File: config.mk
export PLATFORM = sky130hd
export DESIGN_NAME = ucs2_to_utf8_encoder
export DESIGN_NICKNAME = d
export VERILOG_FILES = /design/src/rtl/u2u8_pkg.sv /design/src/rtl/ucs2_to_utf8_encoder.sv /design/src/rtl/u2u8_encode.sv /design/src/rtl/u2u8_emit.sv
export SDC_FILE = /design/constraint.sdc
export NUM_CORES = 1
export LEC_CHECK = 0
export ABC_AREA = 1
export BUFFER_PORTS_ARGS = -buffer_cell sky130_fd_sc_hd__clkbuf_2
export CORE_ASPECT_RATIO = 1.75
export CORE_MARGIN = 3
export CORE_UTILIZATION = 45
export DETAILED_ROUTE_END_ITERATION = 6
export GPL_ROUTABILITY_DRIVEN = 0
export PLACE_DENSITY = 0.62
export SYNTH_ARGS = -nofsm -noshare
export SYNTH_HDL_FRONTEND = slang
export SYNTH_SLANG_ARGS = --single-unit
File: constraint.sdc
create_clock -name clk -period 4.8 [get_ports clk]
set_input_delay 0.48 -clock clk [delete_from_list [all_inputs] [get_ports clk]]
set_output_delay 0.48 -clock clk [all_outputs]
set_load 0.01 [all_outputs]
File: src/rtl/u2u8_pkg.sv
// Package for the UCS-2 to UTF-8 encoder: item types, the unit record
// passed from the encode stage to the byte emitter, and encoding constants.
// No dependencies.
`default_nettype none
package u2u8_pkg;

  localparam logic [15:0] CAP_RESET   = 16'hFFFF;
  localparam logic [15:0] ONE_BYTE_MAX = 16'h007F;
  localparam logic [15:0] TWO_BYTE_MAX = 16'h07FF;
  localparam logic [2:0]  LEAD2_TAG   = 3'b110;
  localparam logic [3:0]  LEAD3_TAG   = 4'b1110;
  localparam logic [1:0]  CONT_TAG    = 2'b10;

  typedef struct packed {
    logic [15:0] code_unit;
    logic        last_unit;
  } in_item_t;

  typedef struct packed {
    logic [7:0]  byte_value;
    logic        byte_valid;
    logic        last_of_run;
    logic [15:0] bytes_written;
    logic        truncated;
  } out_item_t;

  typedef struct packed {
    logic [2:0][7:0] bytes;
    logic [1:0]      num;
    logic [15:0]     written;
    logic            truncated;
  } unit_t;

endpackage
`default_nettype wire

File: src/rtl/ucs2_to_utf8_encoder.sv
// UCS-2 to UTF-8 encoder, top level: capacity register, encode stage and
// byte emitter. Depends on u2u8_pkg, u2u8_encode, u2u8_emit.
//
// Input channel (in_valid/in_ready/in_data) takes one 16-bit code unit per
// item with a last_unit mark. Result channel (out_valid/out_ready/out_data)
// gives one item per UTF-8 byte: one, two or three per unit, or a single
// empty item with truncated set once a unit of its string overruns capacity.
// Configuration channel (cfg_valid/cfg_ready/cfg_data) writes the per-string
// byte capacity; it is always ready.
// The first result of a unit is offered the cycle after the unit is
// accepted. The single byte emitter hands out the results of a unit one
// at a time as the receiver takes them; a new unit is accepted in the
// cycle the last byte of the previous one is taken.
// Reset clears the byte count, the truncation state and the emitter, and
// sets capacity to 65535. When the receiver stalls, the current result is
// held and in_ready drops once the emitter holds a unit that is not on its
// last byte or is not being taken.
`default_nettype none
module ucs2_to_utf8_encoder (
  input  wire logic                clk,
  input  wire logic                rst_n,
  input  wire logic                in_valid,
  output logic                     in_ready,
  input  wire u2u8_pkg::in_item_t  in_data,
  output logic                     out_valid,
  input  wire logic                out_ready,
  output u2u8_pkg::out_item_t      out_data,
  input  wire logic                cfg_valid,
  output logic                     cfg_ready,
  input  wire logic [15:0]         cfg_data
);
  import u2u8_pkg::*;

  logic [15:0] capacity_r;
  logic        in_take;
  logic        free;
  unit_t       unit;

  assign cfg_ready = 1'b1;
  assign in_ready  = free;
  assign in_take   = in_valid && free;

  always_ff @(posedge clk) begin
    if (!rst_n) begin
      capacity_r <= CAP_RESET;
    end else if (cfg_valid) begin
      capacity_r <= cfg_data;
    end
  end

  u2u8_encode u_encode (
    .clk      (clk),
    .rst_n    (rst_n),
    .take     (in_take),
    .item     (in_data),
    .capacity (capacity_r),
    .unit     (unit)
  );

  u2u8_emit u_emit (
    .clk       (clk),
    .rst_n     (rst_n),
    .load      (in_take),
    .unit_in   (unit),
    .free      (free),
    .out_valid (out_valid),
    .out_ready (out_ready),
    .out_data  (out_data)
  );

endmodule
`default_nettype wire

File: src/rtl/u2u8_encode.sv
// Encode stage: turns one code unit into its UTF-8 bytes and keeps the
// per-string byte count and truncation state. Depends on u2u8_pkg.
`default_nettype none
module u2u8_encode (
  input  wire logic             clk,
  input  wire logic             rst_n,
  input  wire logic             take,
  input  wire u2u8_pkg::in_item_t item,
  input  wire logic [15:0]      capacity,
  output u2u8_pkg::unit_t       unit
);
  import u2u8_pkg::*;

  logic [15:0] byte_count_r, byte_count_nxt;
  logic        stopped_r, stopped_nxt;
  logic [1:0]  num;
  logic [2:0][7:0] bytes;
  logic [17:0] need;
  logic        stop;
  logic [15:0] cu;

  assign cu = item.code_unit;

  always_comb begin
    bytes = '0;
    if (cu <= ONE_BYTE_MAX) begin
      num      = 2'd1;
      bytes[0] = {1'b0, cu[6:0]};
    end else if (cu <= TWO_BYTE_MAX) begin
      num      = 2'd2;
      bytes[0] = {LEAD2_TAG, cu[10:6]};
      bytes[1] = {CONT_TAG, cu[5:0]};
    end else begin
      num      = 2'd3;
      bytes[0] = {LEAD3_TAG, cu[15:12]};
      bytes[1] = {CONT_TAG, cu[11:6]};
      bytes[2] = {CONT_TAG, cu[5:0]};
    end
  end

  assign need = {2'b00, byte_count_r} + {16'd0, num};
  assign stop = stopped_r || (need > {2'b00, capacity});

  always_comb begin
    unit.truncated = stop;
    unit.num       = stop ? 2'd1 : num;
    unit.bytes     = stop ? '0 : bytes;
    unit.written   = stop ? byte_count_r : byte_count_r + 16'd1;
  end

  always_comb begin
    byte_count_nxt = byte_count_r;
    stopped_nxt    = stopped_r;
    if (take) begin
      if (item.last_unit) begin
        byte_count_nxt = '0;
        stopped_nxt    = 1'b0;
      end else if (stop) begin
        stopped_nxt    = 1'b1;
      end else begin
        byte_count_nxt = need[15:0];
      end
    end
  end

  always_ff @(posedge clk) begin
    if (!rst_n) begin
      byte_count_r <= '0;
      stopped_r    <= 1'b0;
    end else begin
      byte_count_r <= byte_count_nxt;
      stopped_r    <= stopped_nxt;
    end
  end

endmodule
`default_nettype wire

File: src/rtl/u2u8_emit.sv
// Byte emitter: holds one encoded unit and hands out its bytes one item
// per cycle on the result channel unless stalled. Depends on u2u8_pkg.
`default_nettype none
module u2u8_emit (
  input  wire logic               clk,
  input  wire logic               rst_n,
  input  wire logic               load,
  input  wire u2u8_pkg::unit_t    unit_in,
  output logic                    free,
  output logic                    out_valid,
  input  wire logic               out_ready,
  output u2u8_pkg::out_item_t     out_data
);
  import u2u8_pkg::*;

  logic       unit_valid_r, unit_valid_nxt;
  unit_t      unit_r;
  logic [1:0] idx_r, idx_nxt;
  logic       last_byte;
  logic       out_take;

  assign last_byte = (idx_r == unit_r.num - 2'd1);
  assign out_valid = unit_valid_r;
  assign out_take  = unit_valid_r && out_ready;
  assign free      = !unit_valid_r || (out_ready && last_byte);

  always_comb begin
    out_data.byte_value    = unit_r.bytes[idx_r];
    out_data.byte_valid    = !unit_r.truncated;
    out_data.last_of_run   = last_byte;
    out_data.bytes_written = unit_r.written + {14'd0, idx_r};
    out_data.truncated     = unit_r.truncated;
  end

  always_comb begin
    unit_valid_nxt = unit_valid_r;
    idx_nxt        = idx_r;
    if (load) begin
      unit_valid_nxt = 1'b1;
      idx_nxt        = '0;
    end else if (out_take) begin
      if (last_byte) begin
        unit_valid_nxt = 1'b0;
      end else begin
        idx_nxt = idx_r + 2'd1;
      end
    end
  end

  always_ff @(posedge clk) begin
    if (!rst_n) begin
      unit_valid_r <= 1'b0;
      idx_r        <= '0;
    end else begin
      unit_valid_r <= unit_valid_nxt;
      idx_r        <= idx_nxt;
    end
  end

  always_ff @(posedge clk) begin
    if (load) begin
      unit_r <= unit_in;
    end
  end

  a_idx_in_range: assert property (@(posedge clk) disable iff (!rst_n)
    unit_valid_r |-> (idx_r < unit_r.num))
    else $error("byte index past unit length");

  a_trunc_single: assert property (@(posedge clk) disable iff (!rst_n)
    (unit_valid_r && unit_r.truncated) |-> (unit_r.num == 2'd1))
    else $error("truncated unit with more than one result");

  a_drain: assert property (@(posedge clk) disable iff (!rst_n)
    (out_take && last_byte && !load) |=> !unit_valid_r)
    else $error("unit not released after last byte");

  a_step: assert property (@(posedge clk) disable iff (!rst_n)
    (out_take && !last_byte) |=> (unit_valid_r && idx_r == $past(idx_r) + 2'd1))
    else $error("byte index did not advance");

endmodule
`default_nettype wire

==> results of run 1 <==
-- cells by family after synthesis --
logic type | count (synthesis) | synth area share (%)
DFF | 76 | 41.6
xor gates and xnor gates | 37 | 7.02
and+or+nand+nor | 284 | 26.7
other | 1 | 0.0812
buffers and inverters | 107 | 9.46
AOI/OAI and AO/OA | 74 | 8.51
adders and majority gates | 23 | 6.56
-- tightest hold or removal path, stage by stage --
cell and delay, ns:
clkbuf_2 0.07, a21oi_1 0.05, o21ai_0 0.06
-- report_power, final --
group	leakage, nW	internal [W]	total (W)	switching [W]
clock network	0.129	0.000362	0.000618	0.000256
registers	0.684	0.000752	0.000793	0.0000412
logic	1.76	0.000107	0.000297	0.000190
total	2.57	0.00122	0.00171	0.000487
-- synthesized netlist by cell type (2+ instances only) --
| master | instances | area share, % |
|---|---|---|
| inv_2 | 3 | 0.24 |
| xor2_1 | 28 | 5.3 |
| fa_1 | 2 | 0.87 |
| o21ai_0 | 35 | 3.8 |
| nor2_1 | 83 | 6.7 |
| nor3_1 | 5 | 0.54 |
| nand4_1 | 8 | 1.1 |
| clkinv_1 | 2 | 0.16 |
| buf_4 | 3 | 0.49 |
| o21ai_1 | 2 | 0.22 |
| ha_1 | 21 | 5.7 |
| nand3_1 | 39 | 4.2 |
| and3_1 | 2 | 0.27 |
| a21o_1 | 2 | 0.33 |
| buf_6 | 2 | 0.49 |
| nor2_2 | 5 | 0.68 |
| dfxtp_1 | 36 | 16 |
| clkbuf_1 | 9 | 0.73 |
| inv_1 | 82 | 6.7 |
| nand2_1 | 126 | 10 |
| nand3b_1 | 3 | 0.49 |
| buf_2 | 5 | 0.54 |
| a221oi_1 | 3 | 0.57 |
| xnor2_1 | 9 | 1.7 |
| edfxtp_1 | 40 | 26 |
| a21oi_1 | 29 | 3.1 |
| nor4_1 | 2 | 0.27 |
| nand2_2 | 5 | 0.68 |
| nand2_4 | 2 | 0.49 |
-- layer usage --
| metal | up-vias | part of all wire [%] | wire length, um |
|---|---|---|---|
| li1 | 2054 | - | - |
| met1 | 1847 | 38 | 4290 |
| met2 | 104 | 55 | 6170 |
| met3 | 24 | 4.0 | 452 |
| met4 | 0 | 2.8 | 312 |
| met5 | - | 0 | 0 |
-- path summary, 6_finish.rpt --
check	to	depth (start not counted)
setup / recovery	u_emit.unit_r[14]	28
hold / removal	capacity_r[5]	3
setup reg to reg	u_emit.unit_r[14]	17
hold reg to reg	capacity_r[0]	2
-- per-stage QoR --
stage	setup WS [ns]	hold WS, ns
2_1_floorplan	0.848	0.435
3_3_place_gp	0.479	0.447
3_5_place_dp	0.412	0.453
4_1_cts	0.735	0.345
5_1_grt	0.315	0.362
6_report	0.748	0.351
-- cell type report --
type	count	area [um2]
fill	988	4610
tap	125	156
clock buffer	12	246
sequential	76	1920
clock inverter	4	25.0
multi-input combinational	419	2260
timing repair buffer	70	360
inverter	88	333
-- state kept, by name (all words and copies together), names as in the netlist --
signal                 flops
u_emit.unit_r             39
u_encode.byte_count_r     16
u_emit.idx_r               2
u_emit.out_valid           1
u_encode.stopped_r         1
capacity_r                16
u_emit.out_data            1
==> run metrics, run 1 <==
initial antenna violation count=0; Layout area overhead=14.8%; DIE WIDTH=slightly above 80 um; unrepaired setup endpoints after global routing=false; status=complete, no violations; Power Density=322 nW/um2; crit-path max FO=17; cell total after placement=778; commonest non-fill, non-tap cell in the layout=nand2_1; WL final=11200 um; post-CTS sizing=0; vias in the first global route=~4000; Post-DRT Antenna Nets=0; commonest non-fill, non-tap cells in the layout=nand2_1, nor2_1, inv_1, clkbuf_2, edfxtp_1; CTS max path bufs=2; GRT busiest layer=met2; vias=around 4000; Core Box Area=9910 um2; number of port buffers=between 60 and 70; worst vdd ir=0.193 mV; Worst Setup SP=in_data[13]; Reg clk slew, reported paths=around 0.06 ns; YS warnings=0; Finished Cell Area=5300 um2; buffers inserted by post-CTS timing repair=0; Synth async-reset ratio=0%; WL/cell=14.1 um; Post-route DRC=0; diodes inserted=0; Netlist cell types=38; HP Class=in2reg; CP startpoint kind=input port; Mapped Avg Cell Area=approximately 7.7 um2; final core utilization=53.5%; global routing usage on met3=3.67%; H-tree depth=3; die area=11600 um2; Hold Startpoint=cfg_data[5]; fin cells=794; Max Freq=247 MHz; Root Driver=clkbuf_16; Setup Viol. Count Final=0; IO Pins=68; CP arrival=4.14 ns; CTS tree=done; Slew Viols, Final=0; row cnt=48; Top FF cell, synth=edfxtp_1; HPWL after detailed placement=8680 um; GRT Total Usage=21.1%; Setup crit end kind=flop; number of max-cap violations=0; DR vias/cell=5.07; grt total ovfl=0; setup slack, reg-to-reg=1.30 ns; synthesized flop and latch total=76; Hold Vio Cnt, Final=0; Rel. slew slack=a little over a fifth; starting density of the core=46.6%; Clock Sinks=76; die height=roughly 140 um; first-pass GRT wire length=~19000 um; GRT met2 Usage=38.3%; reg2reg start=u_encode.byte_count_r[5]; drt first-iter violations=around 180; slowest CP cell=fa_1; worst path bufs/invs=5; Post-synth EDFFs=40; CTS Buf Count=9; CP peak stage delay=0.42 ns; Most Frequent Cell on Critical Path=nand2_1; post-synthesis sequential area ratio=41.6%; Area after DPL=5030 um2; Worst Path Required=4.89 ns; GR Util met1=22.8%; final net count=725; share of layout cells above drive strength 1=15.4%; Pwr Total=0.00171 W; Slew @ Worst Pin=between 1 and 1.5 ns; TritonRoute pass-1 iters=4; CP Class=in2reg; Tcrit/Tclk final=84.4%; Worst-Skew Late Latency=between 0.3 and 0.4 ns; Final Skew=slightly below 0.009 ns; CP top delay family=simple AND/OR/NAND/NOR gates; largest net degree at the start of global routing=slightly below 60; hold buffer count at CTS=0; Syn Inst Count=around 600; Mapped Nets=663; reported leakage power=2.57 nW; setup TNS=0 ns; minimum clock period=around 4.1 ns; Cell Area, Synth=~4600 um2
No activity file was read; power rests on OpenSTA's default activity.
==> run 2, diff against run 1 <==
--- a/config.mk
+++ b/config.mk
@@ -5,7 +5,7 @@
 export SDC_FILE = /design/constraint.sdc
 export NUM_CORES = 1
 export LEC_CHECK = 0
-export ABC_AREA = 1
+export ABC_AREA = 0
 export BUFFER_PORTS_ARGS = -buffer_cell sky130_fd_sc_hd__clkbuf_2
 export CORE_ASPECT_RATIO = 1.75
 export CORE_MARGIN = 3
==> constraint.sdc (replaced) <==
create_clock -name clk -period 4.3 [get_ports clk]
set_input_delay 0.43 -clock clk [delete_from_list [all_inputs] [get_ports clk]]
set_output_delay 0.43 -clock clk [all_outputs]
set_load 0.01 [all_outputs]
==> run 2 against run 1 <==
Effect of this change: synthesized cell count down 7.3%; global-route usage grew 1.7 points; sequential share of layout area shrank 5.1 points; utilization up 5.4 points; cell count down 1.4%; register-to-register slack lost 0.99 ns; critical path type unchanged; critical endpoint is now u_emit.unit_r[29].
==> run metrics, run 2 <==
status=complete, no violations; final net count=712; Post-route DRC=0; grt total ovfl=0; starting density of the core=about 47%; IO Pins=68; Post-DRT Antenna Nets=0; H-tree depth=3; diodes inserted=0; final core utilization=58.9%; share of layout cells above drive strength 1=27.1%; Clock Sinks=76; Layout area overhead=25.7%; GRT Total Usage=22.8%; commonest non-fill, non-tap cell in the layout=clkbuf_2; YS warnings=0; CTS max path bufs=2; Worst-Skew Late Latency=0.34 ns; TritonRoute pass-1 iters=7; CP Class=in2reg; HPWL after detailed placement=10100 um; Root Driver=clkbuf_16; worst vdd ir=about 0.20 mV; DIE WIDTH=85.0 um; Worst Path Required=4.49 ns; max FFs per register=39; initial antenna violation count=0; unrepaired setup endpoints after global routing=true; largest net degree at the start of global routing=54; Max Freq=roughly 240 MHz; Mapped Nets=about 620; Hold Vio Cnt, Final=0; die area=12200 um2; CP startpoint kind=input port; Netlist cell types=59; WL final=around 14000 um; number of port buffers=66; Commonest cells post-synth=nand2_1, nor2_1, edfxtp_1, xnor2_1, o211ai_1; minimum clock period=4.24 ns; Cell Area, Synth=4910 um2; Setup Viol. Count Final=0; top cells by area, synth=edfxtp_1, dfxtp_1, xnor2_1; crit-path max FO=8; synthesized flop and latch total=76; Yosys top cell by area=edfxtp_1; Slew @ Worst Pin=1.03 ns; Final Skew=about 0.010 ns; Power Density=287 nW/um2; CP arrival=4.43 ns; setup slack, reg-to-reg=0.31 ns; DR vias/cell=between 5 and 6; WL/cell=17.5 um; largest registers=u_emit.unit_r x39, capacity_r x16, u_encode.byte_count_r x16; Tcrit/Tclk final=98.5%; number of max-cap violations=0; cell total after placement=between 700 and 800; Slew Viols, Final=0; die height=144 um; Synth async-reset ratio=0%; filler cell count=between 900 and 1000; top cell type's share of synthesized area=about a quarter; Mapped Avg Cell Area=8.80 um2; fin cells=around 780; Top FF cell, synth=edfxtp_1; post-synthesis sequential area ratio=39.2%; Largest Register=u_emit.unit_r; Post-synth EDFFs=40; HP Class=in2reg; CTS tree=done; setup TNS=0 ns; reported leakage power=2.51 nW; Rel. slew slack=31.1%; count leader, synth=nand2_1; Setup crit end kind=flop; Core Box Area=10500 um2; Reg clk slew, reported paths=roughly 0.06 ns; vias in the first global route=around 4600; row cnt=49; commonest non-fill, non-tap cells in the layout=clkbuf_2, buf_4, nand2_1, nor2_1, edfxtp_1; Syn Inst Count=558; vias=between 4000 and 5000; first-pass GRT wire length=22300 um; drt first-iter violations=around 280; CTS Buf Count=9
[run 2: metal layers]
layer | global-route usage, % | wire, um | up-vias
met4 | 13.6 | 740 | 0
met2 | 43.4 | 7440 | 180
met3 | 4.39 | 703 | 59
met5 | 0 | 0 | -
li1 | - | - | 2212
met1 | 22.3 | 4800 | 2174
[run 2: repair_timing]
item	CTS	global route
setup buffers	0	7
cloned	0	1
setup endpoints to repair	2	57
pin swaps	0	21
gates resized for setup	1	28
hold buffers	0	0
endpoints found under the hold margin	0	0
[run 2: final cells by class]
type | count | area, um2 | share of cell area, %
multi-input combinational | 404 | 2850 | 46.1
sequential | 76 | 1920 | 31.1
timing repair buffer | 127 | 852 | 13.8
clock buffer | 10 | 229 | 3.71
tap | 127 | 159 | 2.57
inverter | 32 | 125 | 2.03
clock inverter | 6 | 32.5 | 0.527
timing repair inverter | 1 | 5.00 | 0.0811
[run 2: cell families after synthesis]
logic type / Yosys count / share of synthesized area (%)
compound gates: 115 / 16.4
xor+xnor: 45 / 8.03
fa+ha+maj: 23 / 6.17
buf+inv: 78 / 6.58
flops: 76 / 39.2
mux: 9 / 1.86
other cells: 1 / 0.0764
simple gates: 211 / 21.7
[run 2: final timing paths]
| kind | startpoint | endpoint | depth (start not counted) |
|---|---|---|---|
| worst max-delay path | in_data[9] | u_emit.unit_r[29] | 18 |
| worst min-delay path | cfg_data[14] | capacity_r[14] | 3 |
| worst max register to register | u_encode.byte_count_r[2] | u_emit.unit_r[29] | 14 |
| worst min register to register | capacity_r[12] | capacity_r[12] | 2 |
[run 2: report_power, final]
group | switching, W | internal, W | leakage, nW
Clock | 0.000289 | 0.000385 | 0.132
Sequential | 0.0000195 | 0.000810 | 0.681
Combinational | 0.000159 | 0.000111 | 1.69
Total | 0.000468 | 0.00131 | 2.51
[run 2: per-stage QoR]
step | total power, W | hold WS, ns | worst slack [ns] | cell area (um2)
3_5_place_dp | 0.00110 | 0.475 | -0.325 | 5740
2_1_floorplan | 0.000996 | 0.448 | -0.214 | 5040
5_1_grt | 0.00185 | 0.319 | -0.0924 | 6170
6_report | 0.00177 | 0.301 | 0.0635 | 6170
3_3_place_gp | 0.00109 | 0.476 | -0.268 | 5740
4_1_cts | 0.00178 | 0.295 | 0.00365 | 6000
[run 2: critical path, stage by stage]
cell	delay, ns
clkbuf_2	0.13
or4_4	0.54
nand2_4	0.08
ha_4	0.13
inv_2	0.03
fa_2	0.38
nand3b_1	0.20
or3_4	0.38
xnor2_2	0.15
ha_1	0.31
nand3_2	0.09
or2_4	0.24
or4_4	0.43
a21o_4	0.24
nor2_4	0.22
clkinv_4	0.16
buf_4	0.17
a21oi_1	0.10
